==> src/hdl/itda_pkg.sv <==
// ----------------------------------------------------------------------------
// itda_pkg
// shared types and constants for the integer to decimal ascii converter
// ----------------------------------------------------------------------------
package itda_pkg;

    localparam int C_VALUE_WIDTH = 32;

    localparam logic [7:0] C_ASCII_ZERO  = 8'd48;
    localparam logic [7:0] C_ASCII_MINUS = 8'd45;

    // bcd digits at or above this value get the double-dabble correction
    localparam logic [3:0] C_BCD_ADJ_MIN = 4'd5;
    localparam logic [3:0] C_BCD_ADJ_ADD = 4'd3;

    typedef enum logic [2:0] {
        S_IDLE,
        S_CONV,
        S_SKIP,
        S_SIGN,
        S_EMIT
    } t_state;

    // commands from the sequencer to the bcd shift register
    typedef struct packed {
        logic start;
        logic shift;
    } t_bcd_cmd;

endpackage

==> src/hdl/itda_in_if.sv <==
// ----------------------------------------------------------------------------
// itda_in_if
// input channel: one signed integer per transaction
// ----------------------------------------------------------------------------
interface itda_in_if #(
    parameter int VALUE_WIDTH = itda_pkg::C_VALUE_WIDTH
);
    logic                          valid;
    logic                          ready;
    logic signed [VALUE_WIDTH-1:0] value;

    modport source (output valid, output value, input ready);
    modport sink   (input valid, input value, output ready);
endinterface

==> src/hdl/itda_out_if.sv <==
// ----------------------------------------------------------------------------
// itda_out_if
// output channel: one ascii character per transaction
// ----------------------------------------------------------------------------
interface itda_out_if;
    logic       valid;
    logic       ready;
    logic [7:0] char_code;
    logic       last;

    modport source (output valid, output char_code, output last, input ready);
    modport sink   (input valid, input char_code, input last, output ready);
endinterface

==> src/hdl/int_to_decimal_ascii.sv <==
// ----------------------------------------------------------------------------
// int_to_decimal_ascii
// signed integer to decimal ascii text, most significant character first
//
//   channel     dir  payload                  meaning
//   i_value_ch  in   value[VALUE_WIDTH-1:0]   signed integer, two's complement
//   o_char_ch   out  char_code[7:0], last     '-' or '0'..'9', last of the run
//
// the magnitude goes through the bcd shift register one bit per cycle, then
// every digit position is walked once, leading zeros without a transaction.
// reset returns the sequencer to idle; a stall on o_char_ch just holds the
// current character, and a new value is taken only once the run is done.
// ----------------------------------------------------------------------------
module int_to_decimal_ascii #(
    parameter int VALUE_WIDTH = itda_pkg::C_VALUE_WIDTH
) (
    input  logic        i_clk,
    input  logic        i_rst_n,
    itda_in_if.sink     i_value_ch,
    itda_out_if.source  o_char_ch
);
    import itda_pkg::*;

    // digits in 2^(VALUE_WIDTH-1); 1233/4096 approximates log10(2)
    localparam int DIGIT_COUNT = ((VALUE_WIDTH - 1) * 1233) / 4096 + 1;
    localparam int LEFT_W      = $clog2(DIGIT_COUNT + 1);

    t_state                 r_state, n_state;
    logic [LEFT_W-1:0]      r_left, n_left;
    logic                   r_neg, n_neg;
    t_bcd_cmd               w_cmd;
    logic [VALUE_WIDTH-1:0] w_raw;
    logic [VALUE_WIDTH-1:0] w_mag;
    logic                   w_done;
    logic [3:0]             w_top;

    // unsigned magnitude, exact for the most negative value too
    assign w_raw = VALUE_WIDTH'(i_value_ch.value);
    assign w_mag = w_raw[VALUE_WIDTH-1] ? (~w_raw + VALUE_WIDTH'(1)) : w_raw;

    itda_bcd #(
        .VALUE_WIDTH (VALUE_WIDTH),
        .DIGIT_COUNT (DIGIT_COUNT)
    ) u_bcd (
        .i_clk       (i_clk),
        .i_rst_n     (i_rst_n),
        .i_cmd       (w_cmd),
        .i_mag       (w_mag),
        .o_done      (w_done),
        .o_top_digit (w_top)
    );

    always_comb begin
        n_state            = r_state;
        n_left             = r_left;
        n_neg              = r_neg;
        w_cmd              = '0;
        i_value_ch.ready   = 1'b0;
        o_char_ch.valid    = 1'b0;
        o_char_ch.char_code = C_ASCII_ZERO + {4'd0, w_top};
        o_char_ch.last     = 1'b0;
        unique case (r_state)
            S_IDLE: begin
                // no transaction is taken while reset is held
                i_value_ch.ready = i_rst_n;
                if (i_value_ch.valid && i_rst_n) begin
                    w_cmd.start = 1'b1;
                    n_neg       = w_raw[VALUE_WIDTH-1];
                    n_state     = S_CONV;
                end
            end
            S_CONV: begin
                if (w_done) begin
                    n_left  = LEFT_W'(DIGIT_COUNT);
                    n_state = S_SKIP;
                end
            end
            S_SKIP: begin
                // drop leading zeros but always keep the units digit
                if (w_top == 4'd0 && r_left != LEFT_W'(1)) begin
                    w_cmd.shift = 1'b1;
                    n_left      = r_left - LEFT_W'(1);
                end else begin
                    n_state = r_neg ? S_SIGN : S_EMIT;
                end
            end
            S_SIGN: begin
                o_char_ch.valid     = 1'b1;
                o_char_ch.char_code = C_ASCII_MINUS;
                if (o_char_ch.ready) begin
                    n_state = S_EMIT;
                end
            end
            S_EMIT: begin
                o_char_ch.valid = 1'b1;
                o_char_ch.last  = (r_left == LEFT_W'(1));
                if (o_char_ch.ready) begin
                    w_cmd.shift = 1'b1;
                    n_left      = r_left - LEFT_W'(1);
                    if (r_left == LEFT_W'(1)) begin
                        n_state = S_IDLE;
                    end
                end
            end
            default: begin
                n_state = S_IDLE;
            end
        endcase
    end

    always_ff @(posedge i_clk) begin
        r_left <= n_left;
        r_neg  <= n_neg;
        if (!i_rst_n) begin
            r_state <= S_IDLE;
        end else begin
            r_state <= n_state;
        end
    end

endmodule

==> src/hdl/itda_bcd.sv <==
// ----------------------------------------------------------------------------
// itda_bcd
// bit-serial binary to bcd conversion (double dabble), one bit per cycle,
// then a digit-wide left shift that hands out the most significant digit
// ----------------------------------------------------------------------------
module itda_bcd #(
    parameter int VALUE_WIDTH = itda_pkg::C_VALUE_WIDTH,
    parameter int DIGIT_COUNT = 10
) (
    input  logic                      i_clk,
    input  logic                      i_rst_n,
    input  itda_pkg::t_bcd_cmd        i_cmd,
    input  logic [VALUE_WIDTH-1:0]    i_mag,
    output logic                      o_done,
    output logic [3:0]                o_top_digit
);
    import itda_pkg::*;

    localparam int CNT_W = $clog2(VALUE_WIDTH + 1);
    localparam int BCD_W = DIGIT_COUNT * 4;

    logic [VALUE_WIDTH-1:0] r_mag, n_mag;
    logic [BCD_W-1:0]       r_bcd, n_bcd;
    logic [BCD_W-1:0]       w_adj;
    logic [CNT_W-1:0]       r_cnt, n_cnt;
    logic                   r_busy, n_busy;
    logic                   r_done, n_done;

    // add-3 correction on every digit, lanes are independent
    always_comb begin
        logic [3:0] d;
        for (int g = 0; g < DIGIT_COUNT; g++) begin
            d = r_bcd[4*g +: 4];
            w_adj[4*g +: 4] = (d >= C_BCD_ADJ_MIN) ? d + C_BCD_ADJ_ADD : d;
        end
    end

    always_comb begin
        n_mag  = r_mag;
        n_bcd  = r_bcd;
        n_cnt  = r_cnt;
        n_busy = r_busy;
        n_done = 1'b0;
        if (i_cmd.start) begin
            n_mag  = i_mag;
            n_bcd  = '0;
            n_cnt  = CNT_W'(VALUE_WIDTH);
            n_busy = 1'b1;
        end else if (r_busy) begin
            n_bcd = {w_adj[BCD_W-2:0], r_mag[VALUE_WIDTH-1]};
            n_mag = {r_mag[VALUE_WIDTH-2:0], 1'b0};
            n_cnt = r_cnt - CNT_W'(1);
            if (r_cnt == CNT_W'(1)) begin
                n_busy = 1'b0;
                n_done = 1'b1;
            end
        end else if (i_cmd.shift) begin
            n_bcd = {r_bcd[BCD_W-5:0], 4'd0};
        end
    end

    always_ff @(posedge i_clk) begin
        r_mag <= n_mag;
        r_bcd <= n_bcd;
        r_cnt <= n_cnt;
        if (!i_rst_n) begin
            r_busy <= 1'b0;
            r_done <= 1'b0;
        end else begin
            r_busy <= n_busy;
            r_done <= n_done;
        end
    end

    assign o_done      = r_done;
    assign o_top_digit = r_bcd[BCD_W-1 -: 4];

endmodule
==> src/flat_wrapper.sv <==
// flat-port wrapper written by rule: the top's interface ports become plain ports
module int_to_decimal_ascii_flat import itda_pkg::*;
#(
    parameter int VALUE_WIDTH = itda_pkg::C_VALUE_WIDTH
)
  (i_clk, i_rst_n, i_value_ch_valid, i_value_ch_value, i_value_ch_ready, o_char_ch_valid, o_char_ch_char_code, o_char_ch_last, o_char_ch_ready);
  itda_in_if #(.VALUE_WIDTH(VALUE_WIDTH)) i_value_ch_i ();
  itda_out_if o_char_ch_i ();
  input  logic i_clk;
  input  logic i_rst_n;
  input wire logic [$bits(i_value_ch_i.valid)-1:0] i_value_ch_valid;
  input wire logic [$bits(i_value_ch_i.value)-1:0] i_value_ch_value;
  output wire logic [$bits(i_value_ch_i.ready)-1:0] i_value_ch_ready;
  output wire logic [$bits(o_char_ch_i.valid)-1:0] o_char_ch_valid;
  output wire logic [$bits(o_char_ch_i.char_code)-1:0] o_char_ch_char_code;
  output wire logic [$bits(o_char_ch_i.last)-1:0] o_char_ch_last;
  input wire logic [$bits(o_char_ch_i.ready)-1:0] o_char_ch_ready;
  assign i_value_ch_i.valid = i_value_ch_valid;
  assign i_value_ch_i.value = i_value_ch_value;
  assign i_value_ch_ready = i_value_ch_i.ready;
  assign o_char_ch_valid = o_char_ch_i.valid;
  assign o_char_ch_char_code = o_char_ch_i.char_code;
  assign o_char_ch_last = o_char_ch_i.last;
  assign o_char_ch_i.ready = o_char_ch_ready;
  int_to_decimal_ascii #(.VALUE_WIDTH(VALUE_WIDTH)) u_core (.i_clk(i_clk), .i_rst_n(i_rst_n), .i_value_ch(i_value_ch_i), .o_char_ch(o_char_ch_i));
endmodule
==> config.mk <==
export PLATFORM = sky130hd
export DESIGN_NAME = int_to_decimal_ascii_flat
export DESIGN_NICKNAME = d
export VERILOG_FILES = /design/src/hdl/itda_pkg.sv /design/src/hdl/itda_in_if.sv /design/src/hdl/itda_out_if.sv /design/src/hdl/int_to_decimal_ascii.sv /design/src/hdl/itda_bcd.sv /design/src/flat_wrapper.sv
export SDC_FILE = /design/constraint.sdc
export NUM_CORES = 1
export LEC_CHECK = 0
export BUFFER_PORTS_ARGS = -buffer_cell sky130_fd_sc_hd__buf_2
export CORE_UTILIZATION = 65
export DETAILED_ROUTE_END_ITERATION = 8
export GPL_ROUTABILITY_DRIVEN = 0
export PLACE_DENSITY = 0.86
export RECOVER_POWER = 100
export SLEW_MARGIN = 25
export SYNTH_ARGS = -nofsm -noshare
export SYNTH_HDL_FRONTEND = slang
export SYNTH_SLANG_ARGS = --single-unit
==> constraint.sdc <==
create_clock -name i_clk -period 3.8 [get_ports i_clk]
set_input_delay 0.38 -clock i_clk [delete_from_list [all_inputs] [get_ports i_clk]]
set_output_delay 0.38 -clock i_clk [all_outputs]
set_load 0.03 [all_outputs]
==> qor.yml <==
cells_and_area:
  final_core_util: 0.732
  regArea_sq_um: 2140
  drive_above_1_share: 0.111
  n_fill_cell: 623
  diodes: 0
  num-nets-final: 751
  area_growth_pct: 7.38
  multiInputGateArea_sq_um: 3300
drt:
  firstDrtPassIters: 4
  wl_met2_mm: 6.23
  drt-vias-per-instance: 6.26
  route.detailed.wl_per_inst_microns: 15.2
  drtIter0Drc: 251
  routedLengthMet1_mm: 5.23
  routed_wl_mm: 12.2
  dr.max_layer_used: "met4"
  num_vias: 5004
  wl_met3_microns: 573
  ant_nets: 0
  drc: 0
sta:
  timing.fmax_mhz: 343
  hold_violations: 0
  relSlewSlack: 0.125
  whs_ns: 0.358
  fin_skew_ns: 0.0112
  finalSetupViolations: 0
  max_slew.worst_pin.slew_ns: 1.31
  rsz0062_at_grt: "no"
  min_period_ns: 2.92
  fin_crit_sh: 0.768
  drv_slew: 0
  setup_tns_ns: 0
critical_path:
  crit_path_end_kind: "register"
  critPathBufInv: 2
  worst_path_max_delay_cell: "clkbuf_1"
  cp_num_cells: 6
  reg2reg_depth: 6
  critPathTopFamily: "buffers and inverters"
  cp_data_required_time_ns: 3.98
  critPathMaxStageDelay_ns: 0.95
  critPathMaxFanout: 25
  critPathLaunchType: "register"
  path_cells: "nor4b_1 -> nand2_2 -> inv_1 -> clkbuf_1 -> nor2_1 -> o22ai_1"
  arrival_ns: 3.10
  critPathKind: "reg -> reg"
global_routing:
  grt_max_degree: 76
  first_global_vias: 4546
  track_usage: 0.270
  antenna_found_initial: 0
  grt_pass1_wl_mm: 19.8
  grt_overflow: 0
logic_synthesis:
  syn-instance-count: 672
  mappedNetlistArea_sq_um: 5710
  synth.area.top_cells: "edfxtp_1 (19%), dfxtp_1 (18%), ha_1 (5.5%)"
  yosys_warnings: 0
  synth_commonest_cells: "nand2_1 (81), nor2_1 (61), o21ai_0 (61)"
  synthArstFlopShare: 0
  synth-edff-count: 37
  yosysMostFrequentCell: "nand2_1"
  seq_area_frac_synth: 0.373
  yosysUniqueCellTypes: 58
  yosys.area.top_type: "edfxtp_1"
  avgSynthCellArea_sq_um: 8.50
  ys.flop_type: "dfxtp_1"
  ys_ff_latch: 88
  synth_top_area_share: 0.194
floorplanning:
  fp.dieH_microns: 95.8
  die_area_sq_um: 9170
  start_util: 0.682
  fp.dieW_microns: 95.8
  fp-row-count: 33
  core_sq_um: 8380
  io_pins: 47
cts:
  clockRootBuffer: "clkbuf_8"
  htree_num_levels: 3
  clk_latency_ns: 0.35
  cts_hold_buf: 0
  clock_sinks: 88
  cts_buffers: 9
  cts_tree: "built"
  cts_buffer_depth: 2
  cts_setup_buffers: 0
  cts_resized: 0
  path_clk_slew_ns: 0.09
placed_design:
  hpwlAfterDp_mm: 8.05
  io_buffers: 43
status:
  status: "finished, final reports clean"
pwr:
  ir_worst_vdd_uv: 363
  leakage_nw: 2.39
  pwr_density_cell_nw_per_um2: 833
  power_mw: 5.11
worst_hold_path:
  hold_depth: 2
  hp-class: "in -> reg"
run:
  drv_cap: 0
## path summary, 6_finish.rpt
| path | start | end | slack, ns |
|---|---|---|---|
| max | u_core.r_state[0]$_SDFFE_PN0P_ | u_core.u_bcd.r_mag[27]$_DFFE_PP_ | 0.88 |
| min reg2reg | u_core.u_bcd.r_cnt[1]$_SDFFE_PP0P_ | u_core.u_bcd.r_cnt[1]$_SDFFE_PP0P_ | 0.51 |
| max reg2reg | u_core.r_state[0]$_SDFFE_PN0P_ | u_core.u_bcd.r_mag[27]$_DFFE_PP_ | 0.88 |
| min | i_rst_n | u_core.r_state[0]$_SDFFE_PN0P_ | 0.36 |
## kinds of logic (layout without fill, tap and decap cells)
family | count (synthesis) | in the layout | synth area share
AND/OR/NAND/NOR | 255 | 255 | 0.225
AO/OA/AOI/OAI | 173 | 173 | 0.200
flip-flops | 88 | 88 | 0.373
buffers and inverters | 72 | 94 | 0.0519
XOR/XNOR | 43 | 43 | 0.0659
adder cells (fa/ha/maj) | 25 | 25 | 0.0547
multiplexers | 14 | 14 | 0.0276
other | 2 | 3 | 0.00131
## worst register-to-register path: stages (launching register included)
cell and delay [ns]:
dfxtp_1 0.49, nor4b_1 0.52, nand2_2 0.10, inv_1 0.43, clkbuf_1 0.95, nor2_1 0.08
o22ai_1 0.17
## state kept, by name, summed over array words and instances, names as in the netlist
signal	flops
u_core.u_bcd.r_bcd	40
u_core.u_bcd.r_mag	32
u_core.u_bcd.r_cnt	6
u_core.r_left	4
u_core.r_state	3
u_core.r_neg	1
u_core.u_bcd.o_done	1
u_core.u_bcd.r_busy	1
## through the flow
| stage | instance area (sq um) | cells | setup WS, ns |
|---|---|---|---|
| detailed placement | 5940 | 784 | 1.46 |
| floorplan | 5720 | 673 | 0.545 |
| CTS | 6160 | 800 | 1.40 |
| global route | 6140 | 800 | 0.659 |
| finish | 6140 | 800 | 0.881 |
| global placement | 5940 | 784 | 1.52 |
## power breakdown
part           switching, mW  internal (mW)  total, mW
sequential             0.473           1.51       1.99
combinational           1.36           1.05       2.40
clock                  0.347          0.370      0.717
total                   2.18           2.93       5.11
## layout by cell type, fill, tap and decap left out, types with 12 or more instances in the layout
cell type	synthesis	final
a221o_1	14	14
nor2_1	61	61
xnor2_1	16	16
dfxtp_1	51	50
o21ai_0	61	61
nand2b_1	25	25
nand3_1	12	12
o211ai_1	13	13
a21oi_1	33	33
buf_2	6	34
o31ai_1	12	12
ha_1	25	25
nor3_1	31	31
edfxtp_1	37	37
nand2_1	81	80
xor2_1	27	27
inv_1	30	30
## per-layer routing
layer,vias up,GRT usage
met4,0,0.0995
met2,144,0.490
met3,16,0.0387
met1,2393,0.324
li1,2451,-
met5,-,0
## final cells by class
cell class	count	share of cell area
multi-input combinational	513	0.538
sequential	88	0.348
timing repair buffer	48	0.0379
tap	105	0.0214
clock buffer	9	0.0202
inverter	30	0.0184
clock inverter	7	0.0157
No activity file was read; power rests on OpenSTA's default activity.
